`src/rtl/tmcs_pkg.sv`:
```
// ----------------------------------------------------------------------------
// Markup code stripper package
// Character codes, skip lengths and result types shared by the stripper.
// ----------------------------------------------------------------------------
`default_nettype none

package tmcs_pkg;

  localparam logic [7:0] CH_NUL   = 8'h00;
  localparam logic [7:0] CH_CARET = 8'h5E;
  localparam logic [7:0] CH_C_LO  = 8'h63;
  localparam logic [7:0] CH_A_LO  = 8'h61;
  localparam logic [7:0] CH_F_LO  = 8'h66;

  localparam logic [2:0] SKIP_C      = 3'd6;
  localparam logic [2:0] SKIP_A      = 3'd2;
  localparam logic [2:0] SKIP_F_MODE0 = 3'd2;
  localparam logic [2:0] SKIP_F_MODE1 = 3'd1;

  localparam logic MODE_KEEP  = 1'b0;
  localparam logic MODE_ESC   = 1'b1;

  localparam int unsigned QUEUE_DEPTH = 4;
  localparam int unsigned QPTR_W      = $clog2(QUEUE_DEPTH);
  localparam int unsigned QCNT_W      = $clog2(QUEUE_DEPTH + 1);

  typedef struct packed {
    logic [7:0] out_byte;
    logic       end_of_string;
    logic       last_of_run;
  } result_t;

  function automatic logic is_plain_code(input logic [7:0] b);
    logic hit;
    begin
      case (b) inside
        8'h62, 8'h69, 8'h72, 8'h6F, 8'h43, 8'h41, 8'h46, 8'h42, 8'h49: hit = 1'b1;
        default: hit = 1'b0;
      endcase
      return hit;
    end
  endfunction

endpackage

`default_nettype wire

```
`src/rtl/text_markup_code_stripper.sv`:
```
// ----------------------------------------------------------------------------
// Text markup code stripper
// Removes caret markup codes from a zero-terminated byte stream.
// ----------------------------------------------------------------------------
// One byte enters per cycle through a one-item input register while the result
// queue holds at most two results; the decode is combinational, the escape
// and skip state is registered, and the zero, one or two results of the byte
// go into a four-entry result queue that drives the output one result per
// cycle while the receiver is ready. The sustained rate is one item per cycle
// while items produce at most one result each; an item that produces two
// results (a kept caret followed by another byte, or a kept caret before the
// terminator) uses the output port once per result, so the rate is bounded
// by the output port. A byte passes the input register and then the result
// queue; strip_mode is written on the cfg channel, which is always ready.
`default_nettype none

module text_markup_code_stripper
  import tmcs_pkg::*;
(
  input  wire logic       clk,
  input  wire logic       rst,
  input  wire logic       s_tvalid,
  output logic            s_tready,
  input  wire logic [7:0] s_tdata,   // [7:0] in_byte
  output logic            m_tvalid,
  input  wire logic       m_tready,
  output logic      [7:0] m_tdata,   // [7:0] out_byte
  output logic            m_tlast,   // end_of_string
  output logic      [0:0] m_tuser,   // [0] last_of_run
  input  wire logic       cfg_valid,
  output logic            cfg_ready,
  input  wire logic       cfg_data   // strip_mode
);

  logic              strip_mode;
  logic              in_valid;
  logic [7:0]        in_byte;
  logic              escape_pending;
  logic [2:0]        skip_remaining;
  logic              escape_pending_next;
  logic [2:0]        skip_remaining_next;

  result_t           queue [QUEUE_DEPTH];
  logic [QPTR_W-1:0] wr_ptr;
  logic [QPTR_W-1:0] rd_ptr;
  logic [QCNT_W-1:0] count;

  logic              advance;
  logic              pop;
  logic [1:0]        n_res;
  logic [7:0]        res0_byte;
  logic [7:0]        res1_byte;
  logic              res0_eos;
  logic              res1_eos;

  assign cfg_ready = 1'b1;
  assign advance   = in_valid && (count <= QCNT_W'(QUEUE_DEPTH - 2));
  assign s_tready  = !in_valid || advance;
  assign pop       = m_tvalid && m_tready;

  always_comb begin
    escape_pending_next = escape_pending;
    skip_remaining_next = skip_remaining;
    n_res     = 2'd0;
    res0_byte = in_byte;
    res1_byte = in_byte;
    res0_eos  = 1'b0;
    res1_eos  = 1'b0;
    if (in_byte == CH_NUL) begin
      escape_pending_next = 1'b0;
      skip_remaining_next = 3'd0;
      if (escape_pending && skip_remaining == 3'd0 && strip_mode == MODE_KEEP) begin
        n_res     = 2'd2;
        res0_byte = CH_CARET;
        res1_byte = CH_NUL;
        res1_eos  = 1'b1;
      end else begin
        n_res     = 2'd1;
        res0_byte = CH_NUL;
        res0_eos  = 1'b1;
      end
    end else if (skip_remaining != 3'd0) begin
      skip_remaining_next = skip_remaining - 3'd1;
    end else if (escape_pending) begin
      escape_pending_next = 1'b0;
      if (in_byte == CH_C_LO) begin
        skip_remaining_next = SKIP_C;
      end else if (in_byte == CH_A_LO) begin
        skip_remaining_next = SKIP_A;
      end else if (in_byte == CH_F_LO) begin
        skip_remaining_next = (strip_mode == MODE_ESC) ? SKIP_F_MODE1 : SKIP_F_MODE0;
      end else if (is_plain_code(in_byte)) begin
        n_res = 2'd0;
      end else if (in_byte == CH_CARET) begin
        if (strip_mode == MODE_KEEP) begin
          n_res     = 2'd1;
          res0_byte = CH_CARET;
        end else begin
          escape_pending_next = 1'b1;
        end
      end else if (strip_mode == MODE_KEEP) begin
        n_res     = 2'd2;
        res0_byte = CH_CARET;
        res1_byte = in_byte;
      end else begin
        n_res = 2'd1;
      end
    end else if (in_byte == CH_CARET) begin
      escape_pending_next = 1'b1;
    end else begin
      n_res = 2'd1;
    end
  end

  always_ff @(posedge clk) begin
    if (rst) begin
      strip_mode     <= MODE_KEEP;
      in_valid       <= 1'b0;
      escape_pending <= 1'b0;
      skip_remaining <= 3'd0;
      wr_ptr         <= '0;
      rd_ptr         <= '0;
      count          <= '0;
    end else begin
      if (cfg_valid && cfg_ready) begin
        strip_mode <= cfg_data;
      end
      if (s_tready) begin
        in_valid <= s_tvalid;
      end
      if (advance) begin
        escape_pending <= escape_pending_next;
        skip_remaining <= skip_remaining_next;
        wr_ptr         <= wr_ptr + QPTR_W'(n_res);
      end
      if (pop) begin
        rd_ptr <= rd_ptr + QPTR_W'(1);
      end
      count <= count + (advance ? QCNT_W'(n_res) : QCNT_W'(0)) - QCNT_W'(pop);
    end
  end

  always_ff @(posedge clk) begin
    if (s_tready && s_tvalid) begin
      in_byte <= s_tdata;
    end
    if (advance && n_res != 2'd0) begin
      queue[wr_ptr] <= '{out_byte: res0_byte, end_of_string: res0_eos,
                         last_of_run: (n_res == 2'd1)};
    end
    if (advance && n_res == 2'd2) begin
      queue[wr_ptr + QPTR_W'(1)] <= '{out_byte: res1_byte, end_of_string: res1_eos,
                                     last_of_run: 1'b1};
    end
  end

  assign m_tvalid   = (count != '0);
  assign m_tdata    = queue[rd_ptr].out_byte;
  assign m_tlast    = queue[rd_ptr].end_of_string;
  assign m_tuser[0] = queue[rd_ptr].last_of_run;

  a_count_bound: assert property (@(posedge clk) disable iff (rst)
    count <= QCNT_W'(QUEUE_DEPTH))
    else $error("result queue overflow");

  a_skip_excludes_escape: assert property (@(posedge clk) disable iff (rst)
    skip_remaining != 3'd0 |-> !escape_pending)
    else $error("skip run and pending escape at once");

  a_terminator_clears: assert property (@(posedge clk) disable iff (rst)
    advance && in_byte == CH_NUL |=> !escape_pending && skip_remaining == 3'd0)
    else $error("state not cleared after terminator");

  a_eos_is_last: assert property (@(posedge clk) disable iff (rst)
    m_tvalid && m_tlast |-> m_tuser[0])
    else $error("terminator result not marked last of run");

endmodule

`default_nettype wire
```
`config.mk`:
```
export PLATFORM = sky130hd
export DESIGN_NAME = text_markup_code_stripper
export DESIGN_NICKNAME = d
export VERILOG_FILES = /design/src/rtl/tmcs_pkg.sv /design/src/rtl/text_markup_code_stripper.sv
export SDC_FILE = /design/constraint.sdc
export NUM_CORES = 1
export LEC_CHECK = 0
export ABC_AREA = 0
export BUFFER_PORTS_ARGS = -buffer_cell sky130_fd_sc_hd__buf_2
export CAP_MARGIN = 20
export CORE_MARGIN = 4
export CORE_UTILIZATION = 60
export DETAILED_ROUTE_END_ITERATION = 10
export GPL_TIMING_DRIVEN = 0
export PLACE_DENSITY = 0.8
export SKIP_CTS_REPAIR_TIMING = 1
export SKIP_LAST_GASP = 1
export SLEW_MARGIN = 40
export SYNTH_ARGS = -nofsm -noshare
export SYNTH_HDL_FRONTEND = slang
export SYNTH_SLANG_ARGS = --single-unit
```
`constraint.sdc`:
```
create_clock -name clk -period 4.99 [get_ports clk]
set_input_delay 0.998 -clock clk [delete_from_list [all_inputs] [get_ports clk]]
set_output_delay 0.998 -clock clk [all_outputs]
set_load 0.01 [all_outputs]
```
; ---- After elaboration in Yosys (flattened, before gate mapping)
; Memory sizes are Yosys's and may differ from the RTL's. A register that Yosys moved wholly into a read port is not among the register bits.
; Cells that the tools add are included.
[totals]
ram_bits = 40
ff_bits = 21
output_inout_bits = 13
memories = 1
wordCells = 110
inputBits = 14
[op_classes]
mux = 58
eq_ne = 16
n_lt_le_gt_ge = 1
n_addsub = 6
reduce_logical = 19
n_bitwise = 1
[mem_list]
columns = memory, words, width, read_ports, rd_ports_with_merged_regs, wr, line_no
row1 = queue, 4, 10, 1, 1, 2, text_markup_code_stripper.sv:43  ; result_t queue [QUEUE_DEPTH];
[op_table]
columns = op, n
row1 = $eq 8x7->1 const B, 13
row2 = $mux 8, 10
row3 = $mux 2, 14
row4 = $mux 1, 27
row5 = $mux 3, 6
row6 = $reduce_bool 3->1, 3
row7 = $reduce_or 9->1, 1
row8 = $logic_not 8->1, 1
row9 = $logic_and 1x1->1, 7
row10 = $mux 7, 1
row11 = $reduce_bool 5->1, 1
row12 = $add 2x1->2 const B, 2
row13 = $add 3x2->3, 1
row14 = $le 3x2->1 const B, 1
row15 = $logic_not 3->1, 1
row16 = $reduce_and 3->1, 1
row17 = $sub 3x1->3, 1
row18 = $sub 3x1->3 const B, 1
row19 = $add 2x2->2, 1
row20 = $eq 2x1->1 const B, 1
row21 = $eq 2x2->1 const B, 1
row22 = $ne 2x2->1 const B, 1
row23 = $reduce_and 2->1, 1
row24 = $reduce_bool 2->1, 1
row25 = other kinds (3), 3

; ---- Depth between registers and ports, before layout
; Gate-level depths: netlist of the first run.
[logic_depth]
word_depth = 20
ltp_mapped = 14
mapped_depth_nobuf = 14

; ---- Worst setup path before layout of the first run
; No wires, ideal clock.
[synth_path]
path_kind = register to register
start = reg in_byte[7]
end = reg wr_ptr[1]
setup_ns = 0.117
t_arrival_ns = 3.089
required_time_ns = 4.873
n_path_buf = 1
path_stages_with_launch = 12
synth_period_minus_slack_ns = 3.206
setup_slack_ns = 1.784
cell_sequence = edfxtp_1 > or3b_1 > or4b_1 > and3_4 > buf_6 > a311oi_2 > inv_1 > ha_1 > and3_1 > a2111oi_0 > a21o_1 > a21oi_1
[synth_via]
elab_chain_cells = 17
elab_cells_between_ends = 32
classes_between = 1 x add/sub / 13 x eq/ne / 16 x mux / 2 x reduce/logical
[synth_rtl]
columns = element, line_no
row1 = from (decl), text_markup_code_stripper.sv:37  ; logic [7:0] in_byte;
row2 = from (signal assigned), text_markup_code_stripper.sv:145  ; in_byte <= s_tdata;
row3 = $eq 8x7->1, text_markup_code_stripper.sv:92  ; end else if (is_plain_code(in_byte)) begin
row4 = $reduce_or 9->1, tmcs_pkg.sv:36  ; case (b) inside
row5 = $mux 1, tmcs_pkg.sv:36
row6 = $mux 1, text_markup_code_stripper.sv:90  ; end else if (in_byte == CH_F_LO) begin
row7 = $mux 1, text_markup_code_stripper.sv:88  ; end else if (in_byte == CH_A_LO) begin
row8 = $mux 1, text_markup_code_stripper.sv:86  ; if (in_byte == CH_C_LO) begin
row9 = $mux 1, text_markup_code_stripper.sv:84  ; end else if (escape_pending) begin
row10 = $mux 1, text_markup_code_stripper.sv:82  ; end else if (skip_remaining != 3'd0) begin
row11 = $mux 1, text_markup_code_stripper.sv:69  ; if (in_byte == CH_NUL) begin
row12 = $mux 2, text_markup_code_stripper.sv:92
row13 = $mux 2, text_markup_code_stripper.sv:90
row14 = $mux 2, text_markup_code_stripper.sv:88
row15 = $mux 2, text_markup_code_stripper.sv:86
row16 = $mux 2, text_markup_code_stripper.sv:84
row17 = $mux 2, text_markup_code_stripper.sv:82
row18 = $mux 2 *, text_markup_code_stripper.sv:69
row19 = $add 2x2->2 *, text_markup_code_stripper.sv:134  ; wr_ptr <= wr_ptr + QPTR_W'(n_res);
row20 = to (signal assigned), text_markup_code_stripper.sv:134
row21 = to (decl), text_markup_code_stripper.sv:44  ; logic [QPTR_W-1:0] wr_ptr;
; Mark *: on every way between the ends. The rest lies on a longest branch, timed or not. The select of a mux whose other input is x is not followed.
; A chain may end at the register's enable or synchronous reset.

==> results.txt, run 1 <==
Gr usage total = 0.235
Crit path DAT = 3780 ps
Largest family of logic cells by synthesized area = compound AO/OA/AOI/OAI gates
Reg power frac = 0.451
Syn Nets = 331
Diode count = 0
Metal2 WL = 3.76 mm
Worst vdd ir = 0.000241 V
Worst Hold Class = flop to flop
Post-layout util = 0.701
Comb pwr share = 0.243
Worst-path cell chain = clkbuf_1 > nand3b_1 > nor3_1 > inv_1 > ha_1 > nor2_1 > nor4_1 > a22oi_1 > o21ai_2 > o21a_1
CP max stage cell = a22oi_1
Synth Area in Adders = 0.0346
Sequential fraction of the synthesis area = 0.491
Async set-reset flop share out of synthesis = 0
CP endpoint = queue[0][3]
H-tree lvl count = 3
Switching Fraction = 0.285
GP Congestion = 0.933
Reg2Reg Setup Slack = 1310 ps
Fin nets = 367
Netlist cell types = 66
FMAX = 272 MHz
First-pass GRT wire length = 12.9 mm
Detailed Route WL = 7.64 mm
Switching Power = 0.000405 W
Area delta synth->final = 12.0%
Critical Setup Path Class = flop to flop
Cells after Synth = 308
Final period utilization = 0.737
Core Footprint = 0.00554 sq mm
Slew HR = 0.469
Commonest non-fill, non-tap cell in the layout = edfxtp_1
HPWL Detailed = 5.48 mm
Drt pass-1 iters = 5
Share of layout cells above drive strength 1 = 0.189
Cell-internal power = 0.00102 W
Slowest stage delay, CP = 610 ps
Fin Setup TNS = 0 ps
Top cell type's share of synthesized area = 0.381
Die Width = 84.0 microns
Top Metal Used = met4
Synth Area in Simple Gates = 0.174
M1 wire length = 3.20 mm
Synth warn = 0
Metal3 WL = 471 microns
Top post-synthesis cells by area = edfxtp_1 38%, dfxtp_1 11%, mux4_2 6.5%
CTS Buf Count = 9
Status = completed
Yosys reg bits = 63
Pleak = 1.40 nW
Cell accounting for the most synthesized area = edfxtp_1
Slew @ Worst Pin = 786 ps
Worst skew pair latency = 350 ps
Die height = 84.0 microns
RSZ-0062 raised after global routing = false
CP Data Required Time = 5090 ps
Multiplexer share of the synthesized area = 0.0707
Crit-path max FO = 12
Iter 0 DRT Violations = 256
Cell family with most CP delay = compound AO/OA/AOI/OAI gates
Routed wire per std cell = 18.2 microns
Root Buffer = clkbuf_8
Die ar. = 0.00706 sq mm
Final hold vios = 0
DRC violations left = 0
CTS tree = built
Post-route minimum period = 3680 ps
Max Cap Viol = 0
Synth Flop Type = edfxtp_1
Vias post-DR = 2680
Site Rows = 27
Worst Setup SP = in_byte[1]
Crit. End Element = flop
Setup Skew = 13.1 ps
R2R depth = 10
Critical path startpoint category = flop
Maximum root-to-sink buffer count = 2
CTS Sinks = 63
Most frequent cells in the layout = 44 x edfxtp_1, 31 x nor2_1, 26 x buf_2
Max Slew Vio Count = 0
Initial antenna violation count = 0
Starting Density = 0.626
XOR/XNOR share of the synthesized area = 0.0101
Largest net degree at the start of global routing = 13
Buf/Inv on CP = 2
Post-synthesis cell area = 0.00347 sq mm
Vias in the first global route = 2606
Clock network power share = 0.307
Worst path depth = 10
Synthesized area per cell = 11.3 sq um
Number of flops mapped to enable cells by yosys = 44
DRT antenna net count = 0
Setup-failing EPs final = 0
R2R Path End = queue[0][3]
Number of buffers inserted by port buffering = 25
Compound-cell area share of the yosys netlist = 0.183
Worst-path clk slew = 70 ps
R2R Path Start = in_byte[1]
IO Count = 27
GR Overflow Total = 0
Cell Pwr Density = 366 mW/mm^2
Via density = 6.37
-- power by group through the flow --
stage	combinational [W]	sequential, W	clock, W
3_5_place_dp	0.000347	0.000651	0
5_1_grt	0.000385	0.000645	0.000470
3_3_place_gp	0.000338	0.000648	0
6_report	0.000345	0.000640	0.000435
4_1_cts	0.000350	0.000640	0.000439
2_1_floorplan	0.000258	0.000642	0
-- worst min-delay path by stage --
stage / startpoint / to / slack (ps) / cells past startpoint
finish: queue[2][0] / queue[2][0] / 460 / 1
global route: queue[2][0] / queue[2][0] / 490 / 1
CTS: queue[2][0] / queue[2][0] / 460 / 1
detailed placement: queue[2][0] / queue[2][0] / 450 / 1
global placement: queue[2][0] / queue[2][0] / 440 / 1
floorplan: queue[2][0] / queue[2][0] / 430 / 1
-- stage by stage --
stage          std cells  total power (W)  setup slack, ps  area (sq um)  hold slack [ps]
6_report             421          0.00142             1310          3890              461
5_1_grt              421          0.00150              997          3890              486
4_1_cts              421          0.00143             1360          3890              464
3_5_place_dp         405         0.000998             1420          3700              448
3_3_place_gp         405         0.000986             1410          3680              444
2_1_floorplan        308         0.000900             1780          3470              430
-- cell families after synthesis --
logic type	count (synthesis)
AOI/OAI and AO/OA	79
xor gates and xnor gates	4
adders and majority gates	9
buffers and inverters	29
DFF	63
muxes	12
other	1
and+or+nand+nor	111
-- registers in the layout, indices dropped and copies added (netlist names), named ones only --
name	count
escape_pending	1
count	3
skip_remaining	3
queue	40
in_byte	8
wr_ptr	2
strip_mode	1
rd_ptr	2
in_valid	1
-- layer usage --
metal / vias to the layer above / GRT usage
li1: 1269 / -
met1: 1279 / 0.306
met5: - / 0
met3: 28 / 0.0563
met2: 104 / 0.366
met4: 0 / 0.114
-- cell usage after synthesis, drive strengths merged, types with 4 or more instances --
cell type	count
a21oi	10
a22o	4
and2	6
and3	4
buf	5
clkbuf	10
dfxtp	19
edfxtp	44
ha	8
inv	14
mux4	10
nand2	15
nand3	9
nor2	32
nor2b	6
nor3	10
nor4	5
o21a	13
o21ai	7
o2bb2ai	12
-- layout make-up --
| cell class | count | area, sq um |
|---|---|---|
| flip-flops and latches | 63 | 1700 |
| fillers | 399 | 1650 |
| multi-input cells | 216 | 1650 |
| clock buffers | 12 | 145 |
| repair buffers | 25 | 125 |
| well taps | 72 | 90.1 |
| plain buffers | 15 | 73.8 |
| inverters | 14 | 52.6 |
| clock inverters | 4 | 45.0 |
(Power assumes the default switching activity.)
==> run 2: changes to the inputs <==
- clock period: 4.99 -> 3.7 ns (I/O delays scaled with it)
==> results.txt, run 2 (synthesized netlist as in run 1, its figures left out) <==
Status = completed (unchanged)
Worst-path clk slew = 70 ps (about the same)
RSZ-0062 raised after global routing = true (was false)
Vias in the first global route = 2606 (unchanged)
Site Rows = 27 (unchanged)
Biggest register = queue (unchanged)
Initial antenna violation count = 0 (unchanged)
CTS Buf Count = 9 (unchanged)
Crit. End Element = flop (unchanged)
Reg2Reg Setup Slack = 120 ps (was 1310 ps)
Final hold vios = 0 (unchanged)
Die height = 84.0 microns (unchanged)
Maximum root-to-sink buffer count = 2 (unchanged)
Crit path DAT = 3870 ps (was 3780 ps)
CTS Sinks = 63 (unchanged)
Pleak = 1.40 nW (about the same)
Post-route minimum period = 3580 ps (was 3680 ps)
Drt pass-1 iters = 4 (was 5)
Fin nets = 369 (was 367)
First-pass GRT wire length = 12.9 mm (unchanged)
GP Congestion = 0.933 (unchanged)
Core Footprint = 0.00554 sq mm (unchanged)
Commonest non-fill, non-tap cell in the layout = edfxtp_1 (unchanged)
Die Width = 84.0 microns (unchanged)
Slew HR = 0.470 (was 0.469)
IO Count = 27 (unchanged)
Diode count = 0 (unchanged)
Fin Setup TNS = 0 ps (unchanged)
Hold WS = 463 ps (was 461 ps)
Gr usage total = 0.235 (unchanged)
HPWL Detailed = 5.48 mm (unchanged)
Post-layout util = 0.707 (was 0.701)
Via density = 6.34 (was 6.37)
Critical Setup Path Class = flop to flop (unchanged)
Iter 0 DRT Violations = 213 (was 256)
Slew @ Worst Pin = 784 ps (was 786 ps)
Vias post-DR = 2682 (was 2680)
Fill cell count = 395 (was 399)
CP Data Required Time = 3990 ps (was 5090 ps)
Cell Pwr Density = 490 mW/mm^2 (was 366 mW/mm^2)
Routed wire per std cell = 18.1 microns (was 18.2 microns)
Root Buffer = clkbuf_8 (unchanged)
FMAX = 279 MHz (was 272 MHz)
H-tree lvl count = 3 (unchanged)
Die ar. = 0.00706 sq mm (unchanged)
Placed cells = 405 (unchanged)
Worst skew pair latency = 360 ps (was 350 ps)
Non-Filler Instances = 423 (was 421)
DRT antenna net count = 0 (unchanged)
Most frequent cells in the layout = 44 x edfxtp_1, 29 x nor2_1, 26 x buf_2 (was 44 x edfxtp_1, 31 x nor2_1, 26 x buf_2)
Largest regs = queue: 40 flops, in_byte: 8 flops (unchanged)
Total design power = 0.00192 W (was 0.00142 W)
Largest net degree at the start of global routing = 13 (unchanged)
Max Cap Viol = 0 (unchanged)
Number of buffers inserted by port buffering = 25 (unchanged)
DRC violations left = 0 (unchanged)
Detailed Route WL = 7.65 mm (was 7.64 mm)
Setup-failing EPs final = 0 (unchanged)
Starting Density = 0.626 (unchanged)
Share of layout cells above drive strength 1 = 0.205 (was 0.189)
Worst Hold Class = flop to flop (unchanged)
Crit-path max FO = 10 (was 12)
Final period utilization = 0.968 (was 0.737)
Area delta synth->final = 13.0% (was 12.0%)
Critical path startpoint category = flop (unchanged)
Largest register FFs = 40 (unchanged)
GR Overflow Total = 0 (unchanged)
Max Slew Vio Count = 0 (unchanged)
Setup Skew = 14.0 ps (was 13.1 ps)
Worst vdd ir = 0.000325 V (was 0.000241 V)
CTS tree = built (unchanged)
-- run 2: changes by cell type in the layout (fill, tap and decap cells not counted) --
cell | before | now
a22oi_2 | 1 | 2
a2111oi_1 | 0 | 1
a31oi_1 | 2 | 1
nor2_2 | 1 | 3
a22oi_1 | 1 | 0
nor2_1 | 31 | 29
buf_4 | 2 | 4
a31oi_2 | 1 | 2
a2111oi_0 | 1 | 0
-- run 2: through the flow --
step                instance area (sq um)  setup WS (ps)
floorplan                            3470            494
global placement                     3680            116
detailed placement                   3700            134
CTS                                  3890           74.2
global route                         3920           -122
finish                               3920            118
-- run 2: power by group --
| group | total, W | internal, W | leakage (nW) | switching [W] |
|---|---|---|---|---|
| Clock | 0.000590 | 0.000326 | 0.100 | 0.000263 |
| Combinational | 0.000468 | 0.000220 | 0.725 | 0.000248 |
| Sequential | 0.000864 | 0.000826 | 0.580 | 0.0000378 |
-- run 2: per-layer routing --
layer  global-route usage  wire [microns]
met5                    0               0
met4                0.114             189
met3               0.0563             513
met2                0.366            3780
met1                0.306            3160
-- run 2: worst paths after layout --
check | depth (start not counted) | endpoint | start
setup reg to reg | 11 | wr_ptr[1] | in_byte[7]
setup / recovery | 11 | wr_ptr[1] | in_byte[7]
hold reg to reg | 1 | queue[2][0] | queue[2][0]
hold / removal | 1 | queue[2][0] | queue[2][0]
-- run 2: layout make-up --
class,instances,area [sq um],area share
well taps,72,90.1,0.0230
repair buffers,27,140,0.0358
clock buffers,12,145,0.0370
flip-flops and latches,63,1700,0.434
inverters,14,52.6,0.0134
plain buffers,15,73.8,0.0188
multi-input cells,216,1670,0.426
clock inverters,4,45.0,0.0115
-- run 2: worst max-delay path, cell delays in order (launching register included) --
cell       delay, ps
edfxtp_1         510
or3b_1           440
or4b_1           540
and3_4           200
buf_6            150
a311oi_2         350
inv_1            110
ha_1             250
and3_1           160
a2111oi_1        510
nand3_1          170
a21oi_1          140
